[config.mk]
export PLATFORM = sky130hd
export DESIGN_NAME = tga_rle_pixel_decoder_flat
export DESIGN_NICKNAME = d
export VERILOG_FILES = /design/src/sv/tga_pkg.sv /design/src/sv/tga_byte_if.sv /design/src/sv/tga_run_if.sv /design/src/sv/tga_rle_pixel_decoder.sv /design/src/sv/tga_skid.sv /design/src/flat_wrapper.sv
export SDC_FILE = /design/constraint.sdc
export NUM_CORES = 1
export LEC_CHECK = 0
export BUFFER_PORTS_ARGS = -buffer_cell sky130_fd_sc_hd__buf_4
export CORE_MARGIN = 2
export CORE_UTILIZATION = 60
export DETAILED_ROUTE_END_ITERATION = 10
export HOLD_SLACK_MARGIN = 0.05
export PLACE_DENSITY = 0.83
export SETUP_SLACK_MARGIN = 0.1
export SLEW_MARGIN = 20
export SYNTH_ARGS = -nofsm -noshare
export SYNTH_HDL_FRONTEND = slang
export SYNTH_SLANG_ARGS = --single-unit
[constraint.sdc]
create_clock -name i_clk -period 5.6 [get_ports i_clk]
set_input_delay 1.12 -clock i_clk [delete_from_list [all_inputs] [get_ports i_clk]]
set_output_delay 1.12 -clock i_clk [all_outputs]
set_load 0.05 [all_outputs]
[src/sv/tga_pkg.sv]
// Shared types and constants for the TGA run-length pixel decoder.
// No dependencies; the decoder top and tga_skid import it.
`timescale 1ns / 1ps

package tga_pkg;

    localparam int unsigned MAX_RUN = 128;

    // Configuration register indexes
    localparam logic [1:0] CFG_PIXEL_FORMAT = 2'd0;
    localparam logic [1:0] CFG_RLE_ENABLE   = 2'd1;
    localparam logic [1:0] CFG_PIXEL_TOTAL  = 2'd2;

    // Pixel format codes
    localparam logic [1:0] FMT_GRAY = 2'd0;
    localparam logic [1:0] FMT_BGR  = 2'd1;
    localparam logic [1:0] FMT_BGRA = 2'd2;

    // Packet header fields
    localparam logic [7:0] HDR_REPEAT_BIT = 8'h80;
    localparam logic [7:0] HDR_COUNT_MASK = 8'h7F;

    typedef enum logic [2:0] {
        PH_HEADER  = 3'b001,
        PH_REPEAT  = 3'b010,
        PH_LITERAL = 3'b100
    } t_phase;

    typedef struct packed {
        logic [31:0] pixel_value;
        logic [7:0]  run_length;
        logic        image_done;
        logic        status;
    } t_run;

endpackage

[src/sv/tga_byte_if.sv]
// Input channel of the decoder: one stream byte per word.
// Depends on nothing.
`timescale 1ns / 1ps

interface tga_byte_if;
    logic       valid;
    logic       ready;
    logic [7:0] data_byte;
    logic       stream_end;

    modport source (output valid, output data_byte, output stream_end, input ready);
    modport sink   (input valid, input data_byte, input stream_end, output ready);
endinterface

[src/sv/tga_run_if.sv]
// Output channel of the decoder: one pixel run per word.
// Depends on nothing.
`timescale 1ns / 1ps

interface tga_run_if;
    logic        valid;
    logic        ready;
    logic [31:0] pixel_value;
    logic [7:0]  run_length;
    logic        image_done;
    logic        status;

    modport source (output valid, output pixel_value, output run_length,
                    output image_done, output status, input ready);
    modport sink   (input valid, input pixel_value, input run_length,
                    input image_done, input status, output ready);
endinterface

[src/sv/tga_rle_pixel_decoder.sv]
// TGA run-length pixel decoder, top level. Depends on tga_pkg, tga_byte_if,
// tga_run_if and tga_skid. A run is registered in the output register, or in
// the skid register first while the output stalls. Throughput: one byte per
// cycle while the skid stage is empty; the output register and skid stage
// let the next byte in while a run waits. i_rst_n (synchronous) loads format
// BGR, packets on, one pixel per image, and waits for a packet header.
`timescale 1ns / 1ps

module tga_rle_pixel_decoder (
    input  logic        i_clk,
    input  logic        i_rst_n,
    input  logic        i_cfg_we,
    input  logic [1:0]  i_cfg_index,
    input  logic [31:0] i_cfg_data,
    tga_byte_if.sink    i_in,
    tga_run_if.source   o_out
);
    import tga_pkg::*;

    // configuration
    logic [1:0]  r_pixel_format;
    logic        r_rle_enable;
    logic [31:0] r_pixel_total;

    // decoder state
    t_phase      r_phase, n_phase;
    logic [7:0]  r_packet_left, n_packet_left;
    logic [1:0]  r_byte_slot, n_byte_slot;
    logic [7:0]  r_g0, r_g1, r_g2;
    logic [31:0] r_pixels_left, n_pixels_left;

    logic        w_accept;
    logic        w_skid_ready;
    logic [7:0]  w_b;
    logic [1:0]  w_last_slot;
    logic        w_is_header;
    logic        w_have;
    logic        w_clamp;
    logic        w_done;
    logic        w_restart;
    logic [7:0]  w_n_raw;
    logic [31:0] w_full;
    logic [31:0] w_pixel;
    logic [31:0] w_total_load;
    t_run        w_run;

    assign i_in.ready = w_skid_ready;
    assign w_accept   = i_in.valid & w_skid_ready;
    assign w_b        = i_in.data_byte;

    assign w_total_load = (r_pixel_total == 32'd0) ? 32'd1 : r_pixel_total;

    always_comb begin
        unique case (r_pixel_format)
            FMT_GRAY: w_last_slot = 2'd0;
            FMT_BGR:  w_last_slot = 2'd2;
            default:  w_last_slot = 2'd3;
        endcase
    end

    assign w_is_header = r_rle_enable & (r_phase == PH_HEADER);
    assign w_have      = !w_is_header & (r_byte_slot == w_last_slot);

    // assemble the pixel from stored bytes and the current one
    assign w_full[7:0]   = (r_byte_slot == 2'd0) ? w_b : r_g0;
    assign w_full[15:8]  = (r_byte_slot == 2'd1) ? w_b : r_g1;
    assign w_full[23:16] = (r_byte_slot == 2'd2) ? w_b : r_g2;
    assign w_full[31:24] = (r_byte_slot == 2'd3) ? w_b : 8'd0;

    // swap BGR to RGB; alpha stays on top
    assign w_pixel = (r_pixel_format == FMT_GRAY) ? {24'd0, w_full[7:0]}
                   : {w_full[31:24], w_full[7:0], w_full[15:8], w_full[23:16]};

    assign w_n_raw = (r_rle_enable && r_phase == PH_REPEAT) ? r_packet_left : 8'd1;
    assign w_clamp = ({24'd0, w_n_raw} >= r_pixels_left);
    assign w_done  = w_have & w_clamp;
    assign w_restart = w_done | i_in.stream_end;

    always_comb begin
        w_run.pixel_value = w_have ? w_pixel : 32'd0;
        w_run.run_length  = !w_have ? 8'd0 : (w_clamp ? r_pixels_left[7:0] : w_n_raw);
        w_run.image_done  = w_done;
        w_run.status      = !w_done & i_in.stream_end;
    end

    always_comb begin
        n_phase       = r_phase;
        n_packet_left = r_packet_left;
        n_byte_slot   = r_byte_slot;
        n_pixels_left = r_pixels_left;
        if (w_is_header) begin
            n_packet_left = {1'b0, w_b[6:0] & HDR_COUNT_MASK[6:0]} + 8'd1;
            n_phase       = ((w_b & HDR_REPEAT_BIT) != 8'd0) ? PH_REPEAT : PH_LITERAL;
            n_byte_slot   = 2'd0;
        end else if (w_have) begin
            n_byte_slot   = 2'd0;
            n_pixels_left = r_pixels_left - {24'd0, w_n_raw};
            if (r_rle_enable) begin
                unique case (r_phase)
                    PH_REPEAT: begin
                        n_packet_left = 8'd0;
                        n_phase       = PH_HEADER;
                    end
                    PH_LITERAL: begin
                        if (r_packet_left <= 8'd1) begin
                            n_packet_left = 8'd0;
                            n_phase       = PH_HEADER;
                        end else begin
                            n_packet_left = r_packet_left - 8'd1;
                        end
                    end
                    default: begin
                        n_phase = PH_HEADER;
                    end
                endcase
            end
        end else begin
            n_byte_slot = r_byte_slot + 2'd1;
        end
    end

    always_ff @(posedge i_clk) begin
        if (!i_rst_n) begin
            r_pixel_format <= FMT_BGR;
            r_rle_enable   <= 1'b1;
            r_pixel_total  <= 32'd1;
            r_phase        <= PH_HEADER;
            r_packet_left  <= 8'd0;
            r_byte_slot    <= 2'd0;
            r_pixels_left  <= 32'd1;
        end else if (i_cfg_we) begin
            if (i_cfg_index == CFG_PIXEL_FORMAT || i_cfg_index == CFG_RLE_ENABLE
                    || i_cfg_index == CFG_PIXEL_TOTAL) begin
                r_phase       <= PH_HEADER;
                r_packet_left <= 8'd0;
                r_byte_slot   <= 2'd0;
            end
            unique case (i_cfg_index)
                CFG_PIXEL_FORMAT: begin
                    r_pixel_format <= i_cfg_data[1:0];
                    r_pixels_left  <= w_total_load;
                end
                CFG_RLE_ENABLE: begin
                    r_rle_enable  <= i_cfg_data[0];
                    r_pixels_left <= w_total_load;
                end
                CFG_PIXEL_TOTAL: begin
                    r_pixel_total <= i_cfg_data;
                    r_pixels_left <= (i_cfg_data == 32'd0) ? 32'd1 : i_cfg_data;
                end
                default: begin
                    // unmapped index: drop the write
                end
            endcase
        end else if (w_accept) begin
            if (w_restart) begin
                r_phase       <= PH_HEADER;
                r_packet_left <= 8'd0;
                r_byte_slot   <= 2'd0;
                r_pixels_left <= w_total_load;
            end else begin
                r_phase       <= n_phase;
                r_packet_left <= n_packet_left;
                r_byte_slot   <= n_byte_slot;
                r_pixels_left <= n_pixels_left;
            end
        end
    end

    // byte store; earlier slots are always written before they are read
    always_ff @(posedge i_clk) begin
        if (w_accept && !w_is_header) begin
            unique case (r_byte_slot)
                2'd0:    r_g0 <= w_b;
                2'd1:    r_g1 <= w_b;
                2'd2:    r_g2 <= w_b;
                default: r_g2 <= r_g2;
            endcase
        end
    end

    tga_skid u_skid (
        .i_clk   (i_clk),
        .i_rst_n (i_rst_n),
        .i_push  (w_accept & (w_have | i_in.stream_end)),
        .i_run   (w_run),
        .o_ready (w_skid_ready),
        .o_out   (o_out)
    );

endmodule

[src/sv/tga_skid.sv]
// Output register plus skid stage for decoded runs.
// Depends on tga_pkg and tga_run_if.
`timescale 1ns / 1ps

module tga_skid (
    input  logic         i_clk,
    input  logic         i_rst_n,
    input  logic         i_push,
    input  tga_pkg::t_run i_run,
    output logic         o_ready,
    tga_run_if.source    o_out
);
    import tga_pkg::*;

    logic r_main_valid, n_main_valid;
    logic r_skid_valid, n_skid_valid;
    t_run r_main, n_main;
    t_run r_skid, n_skid;
    logic w_take;

    assign w_take  = r_main_valid & o_out.ready;
    assign o_ready = !r_skid_valid;

    always_comb begin
        n_main_valid = r_main_valid;
        n_skid_valid = r_skid_valid;
        n_main       = r_main;
        n_skid       = r_skid;
        if (w_take) begin
            if (r_skid_valid) begin
                // drain the skid word into the output register
                n_main       = r_skid;
                n_skid_valid = 1'b0;
            end else begin
                n_main_valid = i_push;
                n_main       = i_run;
            end
        end else if (i_push) begin
            if (!r_main_valid) begin
                n_main_valid = 1'b1;
                n_main       = i_run;
            end else begin
                // hold the new word behind the stalled one
                n_skid_valid = 1'b1;
                n_skid       = i_run;
            end
        end
    end

    always_ff @(posedge i_clk) begin
        if (!i_rst_n) begin
            r_main_valid <= 1'b0;
            r_skid_valid <= 1'b0;
        end else begin
            r_main_valid <= n_main_valid;
            r_skid_valid <= n_skid_valid;
        end
        r_main <= n_main;
        r_skid <= n_skid;
    end

    assign o_out.valid       = r_main_valid;
    assign o_out.pixel_value = r_main.pixel_value;
    assign o_out.run_length  = r_main.run_length;
    assign o_out.image_done  = r_main.image_done;
    assign o_out.status      = r_main.status;

endmodule

[src/flat_wrapper.sv]
// flat-port wrapper written by rule: the top's interface ports become plain ports
module tga_rle_pixel_decoder_flat import tga_pkg::*;
  (i_clk, i_rst_n, i_cfg_we, i_cfg_index, i_cfg_data, i_in_valid, i_in_data_byte, i_in_stream_end, i_in_ready, o_out_valid, o_out_pixel_value, o_out_run_length, o_out_image_done, o_out_status, o_out_ready);
  tga_byte_if i_in_i ();
  tga_run_if o_out_i ();
  input  logic i_clk;
  input  logic i_rst_n;
  input  logic i_cfg_we;
  input  logic [1:0] i_cfg_index;
  input  logic [31:0] i_cfg_data;
  input wire logic [$bits(i_in_i.valid)-1:0] i_in_valid;
  input wire logic [$bits(i_in_i.data_byte)-1:0] i_in_data_byte;
  input wire logic [$bits(i_in_i.stream_end)-1:0] i_in_stream_end;
  output wire logic [$bits(i_in_i.ready)-1:0] i_in_ready;
  output wire logic [$bits(o_out_i.valid)-1:0] o_out_valid;
  output wire logic [$bits(o_out_i.pixel_value)-1:0] o_out_pixel_value;
  output wire logic [$bits(o_out_i.run_length)-1:0] o_out_run_length;
  output wire logic [$bits(o_out_i.image_done)-1:0] o_out_image_done;
  output wire logic [$bits(o_out_i.status)-1:0] o_out_status;
  input wire logic [$bits(o_out_i.ready)-1:0] o_out_ready;
  assign i_in_i.valid = i_in_valid;
  assign i_in_i.data_byte = i_in_data_byte;
  assign i_in_i.stream_end = i_in_stream_end;
  assign i_in_ready = i_in_i.ready;
  assign o_out_valid = o_out_i.valid;
  assign o_out_pixel_value = o_out_i.pixel_value;
  assign o_out_run_length = o_out_i.run_length;
  assign o_out_image_done = o_out_i.image_done;
  assign o_out_status = o_out_i.status;
  assign o_out_i.ready = o_out_ready;
  tga_rle_pixel_decoder u_core (.i_clk(i_clk), .i_rst_n(i_rst_n), .i_cfg_we(i_cfg_we), .i_cfg_index(i_cfg_index), .i_cfg_data(i_cfg_data), .i_in(i_in_i), .o_out(o_out_i));
endmodule
==> out/results.ini, run 1 <==
[clock_network]
cts.root.buffer_cell = clkbuf_16
holdBufCountCts = 0
insertion_delay_ns = 0.45
post_cts_buffers = 0
path_clk_slew_ns = 0.08
cts_htree_levels = 4
cts_sinks = 190
cts.repair.resized = 0
cts_buffer_depth = 2
cts-buffers-inserted = 17
cts_tree = built

[floorplan]
rows = 46
core-area_sq_um = 15800
ios = 92
die_area_sq_um = 17100
die_h_microns = 131
start_util = 0.611
die_w_microns = 131

[setup_path]
crit_chain = nor4bb_2 -> buf_4 -> nand2_1 -> ha_1 -> fa_1 -> nand2b_1 -> a21oi_1 -> a2111oi_2 -> o211ai_4 -> buf_4 -> inv_2 -> nor3_1 -> a221oi_1 -> a211oi_1
required_ns = 5.96
cp_slowest_stage_delay_ns = 0.79
critPathSlowestCell = nor3_1
cp-end-kind = flip-flop
crit_type = reg2reg
critical_path_arrival_ns = 4.65
worstRegToRegCells = 14
reg2reg_slack_ns = 1.31
cp-start-kind = flip-flop
path_common_cell = buf_4
cp_max_fo = 21

[pwr]
p_leak_nw = 4.18
peakVddDrop_mv = 0.211
p_per_area_nw_per_um2 = 299

[drt]
ant_nets = 0
vias = 8158
dr.pass1.iters = 6
detail_route.vias_per_cell = 6.31
drt_wl_total_microns = 24600
wl_per_cell_microns = 19.0
initialDrtViolationCount = 815
drc = 0

[yosys]
synthSimpleGateAreaFrac = 0.185
synth_top_cells_by_count = 155 x nand2_1, 108 x edfxtp_1, 100 x nor2_1
async_reset_ff_frac = 0
yosysTopAreaCellShare = 0.335
yosysWarnings = 0
yosysMostFrequentCell = nand2_1
ys.flop_type = edfxtp_1
synth_cell_type_count = 77
ys_ff_latch = 190
syn_avg_cell_area_sq_um = 9.65
yosysSeqAreaShare = 0.505
synth_nets = 1066
synth_area_leaders = edfxtp_1 34%, dfxtp_1 17%, nand2_1 6.0%
synth.largest_area_cell = edfxtp_1
muxShareOfSynthArea = 0.0582
synthXorXnorAreaFrac = 0.0236
syn_inst = 1002
synth_fa_ha_area_frac = 0.0215
synth_edf_count = 108
synth_top_family_by_area = simple AND/OR/NAND/NOR gates
syn_area_sq_um = 9670
synth_compound_area_frac = 0.164

[placed_design]
dpl.hpwl_microns = 16800
numPortBuffers = 91
post_dp_cell_area_sq_um = 10500
gp_congestion = 0.989

[timing]
hold_viol_final = 0
slew_headroom = 0.237
tightestPinTransition_ns = 1.14
drv_slew = 0
fin_hold_ws_ns = 0.472
period_needed_ns = 4.29
setup_viol_count_final = 0
post-route-period-util = 0.765
rsz0062_at_grt = no
fmax_mhz = 233
setup_tns_ns = 0
clock_skew_ns = 0.0123

[global_route]
grt_pass1_vias = 7524
antenna_found_initial = 0
grt_usage = 0.291
grt_overflow_total = 0
grt_max_degree = 48
grt_pass1_wl_microns = 38600

[hold_path]
hp-class = reg2reg
hold_path_depth = 2

[flow_run]
drv_cap = 0

[layout]
area_delta_synth_final_pct = 14.5
n_antenna_cell = 0
fin_area_sq_um = 11100
nets = 1127
drive_above_1_share = 0.174

[status]
outcome = complete, no violations

==> worst max-delay path, delay by kind of cell, from the launching register on <==
kind / cells / cell delay (ns)
fa+ha+maj: 2 / 0.66
flops: 1 / 0.41
simple gates: 4 / 1.39
compound gates: 5 / 0.99
buf+inv: 3 / 0.73
==> stage by stage <==
stage | setup WS (ns) | power (W) | util | cells
after floorplan | 0.601 | 0.00199 | - | 1002
after global placement | 1.56 | 0.00214 | 0.663 | 1260
after detailed placement | 1.36 | 0.00215 | 0.663 | 1260
after CTS | 1.35 | 0.00331 | 0.699 | 1292
after global routing | 0.909 | 0.00341 | 0.699 | 1292
final | 1.31 | 0.00331 | 0.699 | 1292
==> final timing paths <==
| kind | startpoint | endpoint |
|---|---|---|
| min | u_core.r_pixels_left[25] | u_core.r_pixels_left[25] |
| max reg2reg | u_core.r_rle_enable | u_core.r_packet_left[1] |
| max | u_core.r_rle_enable | u_core.r_packet_left[1] |
| min reg2reg | u_core.r_pixels_left[25] | u_core.r_pixels_left[25] |
==> layout by cell type (no fill, tap or decap), types with 22 or more instances in the layout <==
cell      instances
a211oi_1         23
a21oi_1          60
buf_4           104
dfxtp_1          82
edfxtp_1        108
inv_1            39
mux2_2           26
mux2i_1          27
nand2_1         155
nor2_1           98
nor4_1           22
o21ai_0          24
o31ai_1          31
==> report_power, final <==
part           leakage, nW  total, W  internal (W)  switching [W]
Combinational         2.16  0.000558      0.000198       0.000361
Clock                0.277   0.00118      0.000595       0.000582
Sequential            1.75   0.00158       0.00153      0.0000488
Total                 4.18   0.00331       0.00232       0.000991
==> area by class of cell <==
class / count / area [sq um]
clock buffer: 19 / 433
clock inverter: 13 / 138
sequential: 190 / 4880
tap: 216 / 270
fill: 1189 / 4760
multi-input combinational: 710 / 4410
inverter: 40 / 150
timing repair buffer: 104 / 781
==> routing by layer <==
layer | share of wire | vias to the layer above | GRT usage
met1 | 0.42 | 3872 | 0.396
met5 | 0 | - | 0
met2 | 0.47 | 425 | 0.464
met4 | 0.025 | 0 | 0.111
li1 | - | 3797 | -
met3 | 0.086 | 64 | 0.0582
==> registers in the layout, indices dropped and copies added (netlist names) <==
name,count
u_core.u_skid.r_skid,42
u_core.u_skid.o_out.image_done,1
u_core.r_pixels_left,32
u_core.r_packet_left,8
u_core.r_byte_slot,2
u_core.r_g1,8
u_core.r_pixel_total,32
u_core.u_skid.r_skid_valid,1
u_core.r_rle_enable,1
u_core.r_g2,8
u_core.r_g0,8
u_core.u_skid.o_out.run_length,8
u_core.r_phase,3
u_core.u_skid.o_out.pixel_value,32
u_core.u_skid.o_out.status,1
u_core.r_pixel_format,2
u_core.u_skid.o_out.valid,1
==> cells by family after synthesis <==
family,count (synthesis)
flip-flops,190
AND/OR/NAND/NOR,385
multiplexers,53
AO/OA/AOI/OAI,230
XOR/XNOR,26
buffers and inverters,102
adder cells (fa/ha/maj),16
Power figures use the tool's default switching activity.
==> run 2, diff against run 1 <==
- clock period: 5.6 -> 4.2 ns (I/O delays scaled with it)
==> out/results.ini, run 2 (synthesis gave the netlist of run 1 again) <==
[layout]
area_delta_synth_final_pct = 15.2  ; was 14.5%
n_antenna_cell = 0  ; unchanged
final_cell_mix = 155 x nand2_1, 113 x buf_4, 108 x edfxtp_1  ; was 155 x nand2_1, 108 x edfxtp_1, 104 x buf_4
layout_commonest_cell = nand2_1  ; unchanged
largest_reg_flops = 42  ; unchanged
fin_area_sq_um = 11100  ; about the same
nets = 1136  ; was 1127
stdcell_count = 1301  ; was 1292
top_register = u_core.u_skid.r_skid  ; unchanged
drive_above_1_share = 0.183  ; was 0.174

[clock_network]
cts_buffer_depth = 2  ; unchanged
holdBufCountCts = 0  ; unchanged
cts-buffers-inserted = 17  ; unchanged
path_clk_slew_ns = 0.07  ; was 0.08 ns
cts_sinks = 190  ; unchanged
cts_htree_levels = 4  ; unchanged
post_cts_buffers = 0  ; unchanged
insertion_delay_ns = 0.44  ; was 0.45 ns
cts.root.buffer_cell = clkbuf_16  ; unchanged
cts_tree = built  ; unchanged

[global_route]
grt_usage = 0.295  ; was 0.291
grt_pass1_vias = 7581  ; was 7524
grt_pass1_wl_microns = 39100  ; was 38600 microns
grt_overflow_total = 0  ; unchanged
grt_max_degree = 43  ; was 48
antenna_found_initial = 0  ; unchanged

[setup_path]
cp-end-kind = flip-flop  ; unchanged
cp-start-kind = flip-flop  ; unchanged
reg2reg_slack_ns = 0.43  ; was 1.31 ns
r2r_start = u_core.r_rle_enable  ; unchanged
critical_path_arrival_ns = 4.14  ; was 4.65 ns
crit_type = reg2reg  ; unchanged
worstRegToRegCells = 12  ; was 14
r2r_end = u_core.r_pixels_left[31]  ; was u_core.r_packet_left[1]
required_ns = 4.57  ; was 5.96 ns
cp_max_fo = 17  ; was 21

[timing]
rsz0062_at_grt = no  ; unchanged
hold_viol_final = 0  ; unchanged
post-route-period-util = 0.898  ; was 0.765
fmax_mhz = 265  ; was 233 MHz
clock_skew_ns = 0.00922  ; was 0.0123 ns
tightestPinTransition_ns = 0.926  ; was 1.14 ns
drv_slew = 0  ; unchanged
setup_tns_ns = 0  ; unchanged
period_needed_ns = 3.77  ; was 4.29 ns
setup_viol_count_final = 0  ; unchanged
slew_headroom = 0.381  ; was 0.237

[drt]
detail_route.vias_per_cell = 6.31  ; about the same
drt_wl_total_microns = 24700  ; was 24600 microns
initialDrtViolationCount = 942  ; was 815
dr.pass1.iters = 5  ; was 6
ant_nets = 0  ; unchanged
drc = 0  ; unchanged
wl_per_cell_microns = 19.0  ; about the same
vias = 8209  ; was 8158

[hold_path]
hp-start = u_core.r_pixels_left[25]  ; unchanged
hold_end = u_core.r_pixels_left[25]  ; unchanged
hold_path_depth = 2  ; unchanged
hp-class = reg2reg  ; unchanged

[floorplan]
die_area_sq_um = 17100  ; unchanged
core-area_sq_um = 15800  ; unchanged
die_h_microns = 131  ; unchanged
die_w_microns = 131  ; unchanged
start_util = 0.611  ; unchanged
ios = 92  ; unchanged
rows = 46  ; unchanged

[placed_design]
dpl.hpwl_microns = 17100  ; was 16800 microns
dp.cells = 1269  ; was 1260
gp_congestion = 0.915  ; was 0.989
post_dp_cell_area_sq_um = 10600  ; was 10500 sq um
numPortBuffers = 91  ; unchanged

[flow_run]
drv_cap = 0  ; unchanged

[status]
outcome = complete, no violations  ; unchanged

[pwr]
p_per_area_nw_per_um2 = 397  ; was 299 nW/um^2
p_leak_nw = 4.23  ; was 4.18 nW
peakVddDrop_mv = 0.308  ; was 0.211 mV

## run 2: cell types whose count changed in the layout (fill, tap and decap cells not counted), sizes merged
cell,previous run,this run
clkinv,3,4
buf,104,113
clkbuf,19,17
clkinvlp,1,2
## run 2: routing by layer
metal  track usage  up-vias  share of wire
li1              -     3829              -
met1         0.399     3867           0.42
met2         0.471      430           0.47
met3        0.0574       83          0.089
met4         0.118        0          0.030
met5             0        -              0
## run 2: area by class of cell
cell class              instances  area (sq um)
flip-flops and latches        190          4880
fillers                      1202          4690
multi-input cells             710          4420
repair buffers                113           848
clock buffers                  17           425
well taps                     216           270
inverters                      40           150
clock inverters                15           144
## run 2: where the power goes
group	leakage (nW)	switching [W]	internal, W
combinational	2.21	0.000483	0.000271
sequential	1.75	0.0000638	0.00204
clock	0.279	0.000777	0.000790
## run 2: critical path, cell delays in order (launching register included)
cell and delay (ns):
dfxtp_1 0.41, nor4bb_2 0.38, nand2_1 0.13, ha_1 0.24
fa_1 0.43, nand2b_1 0.18, a21oi_1 0.28, a2111oi_2 0.13
o211ai_4 0.36, inv_2 0.23, o211ai_1 0.63, o211ai_1 0.16
a21oi_1 0.13
## run 2: metrics by stage
stage / setup WS (ns) / util / hold slack (ns) / power (W)
finish: 0.429 / 0.704 / 0.473 / 0.00442
global route: 0.109 / 0.704 / 0.492 / 0.00457
CTS: 0.512 / 0.704 / 0.475 / 0.00442
detailed placement: 0.515 / 0.668 / 0.463 / 0.00287
global placement: 0.627 / 0.668 / 0.443 / 0.00286
floorplan: 0.611 / - / 0.431 / 0.00265
## run 2: worst max path at each step
stage | endpoint | slack, ns | from
5_1_grt | u_core.r_pixels_left[11] | 0.11 | u_core.r_rle_enable
3_3_place_gp | u_core.u_skid.o_out.run_length[0] | 0.63 | u_core.r_rle_enable
6_report | u_core.r_pixels_left[31] | 0.43 | u_core.r_rle_enable
3_5_place_dp | u_core.u_skid.o_out.run_length[0] | 0.51 | u_core.r_rle_enable
2_1_floorplan | u_core.u_skid.o_out.image_done | 0.61 | i_in_stream_end
4_1_cts | u_core.u_skid.o_out.run_length[0] | 0.51 | u_core.r_rle_enable
## run 2: repair_timing
action / 4_1_cts / 5_1_grt
resized for setup: 0 / 1
setup endpoints to repair: 0 / 2
hold endpoints to repair: 0 / 0
==> run 3, diff against run 2 <==
- REMOVE_ABC_BUFFERS: not set -> 1
==> out/results.ini, run 3 (synthesis gave the netlist of run 1 again) <==
[layout]
layout_commonest_cell = nand2_1  ; unchanged
final_cell_mix = 155 x nand2_1, 115 x buf_4, 108 x edfxtp_1  ; was 155 x nand2_1, 113 x buf_4, 108 x edfxtp_1
nets = 1139  ; was 1136
fillers = 1206  ; was 1202
area_delta_synth_final_pct = 15.8  ; was 15.2%
drive_above_1_share = 0.185  ; was 0.183
stdcell_count = 1304  ; was 1301
top_register = u_core.u_skid.r_skid  ; unchanged
largest_reg_flops = 42  ; unchanged
n_antenna_cell = 0  ; unchanged

[drt]
ant_nets = 0  ; unchanged
drt_wl_total_microns = 25200  ; was 24700 microns
initialDrtViolationCount = 915  ; was 942
wl_per_cell_microns = 19.3  ; was 19.0 microns
vias = 8223  ; was 8209
drc = 0  ; unchanged
detail_route.vias_per_cell = 6.31  ; about the same
dr.pass1.iters = 5  ; unchanged

[floorplan]
die_w_microns = 131  ; unchanged
die_h_microns = 131  ; unchanged
rows = 46  ; unchanged
core-area_sq_um = 15800  ; unchanged
ios = 92  ; unchanged
die_area_sq_um = 17100  ; unchanged
start_util = 0.611  ; unchanged

[placed_design]
numPortBuffers = 91  ; unchanged
dp.cells = 1272  ; was 1269
gp_congestion = 0.957  ; was 0.915
place_ws_ns = 0.486  ; was 0.515 ns
dpl.hpwl_microns = 17200  ; was 17100 microns

[timing]
setup_viol_count_final = 0  ; unchanged
layout_setup_ws_ns = 0.444  ; was 0.429 ns
period_needed_ns = 3.76  ; was 3.77 ns
tightestPinTransition_ns = 1.01  ; was 0.926 ns
slew_headroom = 0.319  ; was 0.381
fmax_mhz = 266  ; was 265 MHz
fin_hold_ws_ns = 0.465  ; was 0.473 ns
clock_skew_ns = 0.0124  ; was 0.00922 ns
post-route-period-util = 0.894  ; was 0.898
drv_slew = 0  ; unchanged
hold_viol_final = 0  ; unchanged
setup_tns_ns = 0  ; unchanged
rsz0062_at_grt = no  ; unchanged

[setup_path]
crit_type = reg2reg  ; unchanged
critical_path_arrival_ns = 4.01  ; was 4.14 ns
cp_max_fo = 16  ; was 17
cp-end-kind = flip-flop  ; unchanged
cp-start-kind = flip-flop  ; unchanged
required_ns = 4.45  ; was 4.57 ns

[pwr]
p_per_area_nw_per_um2 = 401  ; was 397 nW/um^2
peakVddDrop_mv = 0.288  ; was 0.308 mV
power.switching_w = 0.00133  ; was 0.00132 W
seq_power_share = 0.468  ; was 0.476
switching_share = 0.296  ; was 0.299
power_w = 0.00449  ; was 0.00442 W
intPower_w = 0.00316  ; was 0.00310 W
clkPwrFrac = 0.362  ; was 0.354
pwr-share-comb = 0.169  ; was 0.170
p_leak_nw = 4.26  ; was 4.23 nW

[clock_network]
cts-buffers-inserted = 17  ; unchanged
cts_buffer_depth = 2  ; unchanged
cts.repair.resized = 0  ; unchanged
cts_htree_levels = 4  ; unchanged
cts.root.buffer_cell = clkbuf_16  ; unchanged
cts_sinks = 190  ; unchanged
path_clk_slew_ns = 0.07  ; about the same
insertion_delay_ns = 0.45  ; was 0.44 ns
post_cts_buffers = 0  ; unchanged
cts_tree = built  ; unchanged
holdBufCountCts = 0  ; unchanged

[hold_path]
hp-class = reg2reg  ; unchanged

[status]
outcome = complete, no violations  ; unchanged

[global_route]
grt_usage = 0.300  ; was 0.295
grt_pass1_vias = 7636  ; was 7581
grt_pass1_wl_microns = 39800  ; was 39100 microns
grt_max_degree = 56  ; was 43
antenna_found_initial = 0  ; unchanged
grt_overflow_total = 0  ; unchanged

[flow_run]
drv_cap = 0  ; unchanged

## run 3: power groups by stage
| stage | Sequential (W) | Clock, W | Combinational, W |
|---|---|---|---|
| 6_report | 0.00210 | 0.00163 | 0.000761 |
| 5_1_grt | 0.00211 | 0.00171 | 0.000816 |
| 4_1_cts | 0.00210 | 0.00164 | 0.000748 |
| 3_5_place_dp | 0.00214 | 0 | 0.000740 |
| 3_3_place_gp | 0.00214 | 0 | 0.000730 |
| 2_1_floorplan | 0.00221 | 0 | 0.000418 |
## run 3: worst max-delay path: stages, from the launching register on
cell and delay (ns):
dfxtp_1 0.42, nor4bb_2 0.40, nand2_1 0.13, ha_1 0.25, fa_1 0.42, nand2b_1 0.18
a21oi_1 0.26, a2111oi_2 0.13, o21ai_1 0.82, a31oi_1 0.25, o31ai_1 0.31
## run 3: worst paths after layout
path / end / cells after the start / start / slack (ns)
setup / recovery: u_core.u_skid.o_out.run_length[5] / 10 / u_core.r_rle_enable / 0.44
hold / removal: u_core.r_pixels_left[25] / 2 / u_core.r_pixels_left[25] / 0.47
setup reg to reg: u_core.u_skid.o_out.run_length[5] / 10 / u_core.r_rle_enable / 0.44
hold reg to reg: u_core.r_pixels_left[25] / 2 / u_core.r_pixels_left[25] / 0.47
## run 3: layout make-up
type / count / area, sq um / area share
flip-flops and latches: 190 / 4880 / 0.436
multi-input cells: 710 / 4410 / 0.394
repair buffers: 116 / 883 / 0.0789
clock buffers: 17 / 425 / 0.0380
well taps: 216 / 270 / 0.0241
clock inverters: 15 / 171 / 0.0153
inverters: 40 / 150 / 0.0134
## run 3: layer usage
layer | share of wire | vias to the layer above | GRT usage
li1 | - | 3834 | -
met4 | 0.018 | 0 | 0.105
met5 | 0 | - | 0
met3 | 0.074 | 49 | 0.0525
met2 | 0.48 | 409 | 0.480
met1 | 0.43 | 3931 | 0.415
## run 3: through the flow
stage          utilization  cell area (sq um)
2_1_floorplan            -               9410
3_3_place_gp         0.670              10600
3_5_place_dp         0.670              10600
4_1_cts              0.708              11200
5_1_grt              0.708              11200
6_report             0.708              11200
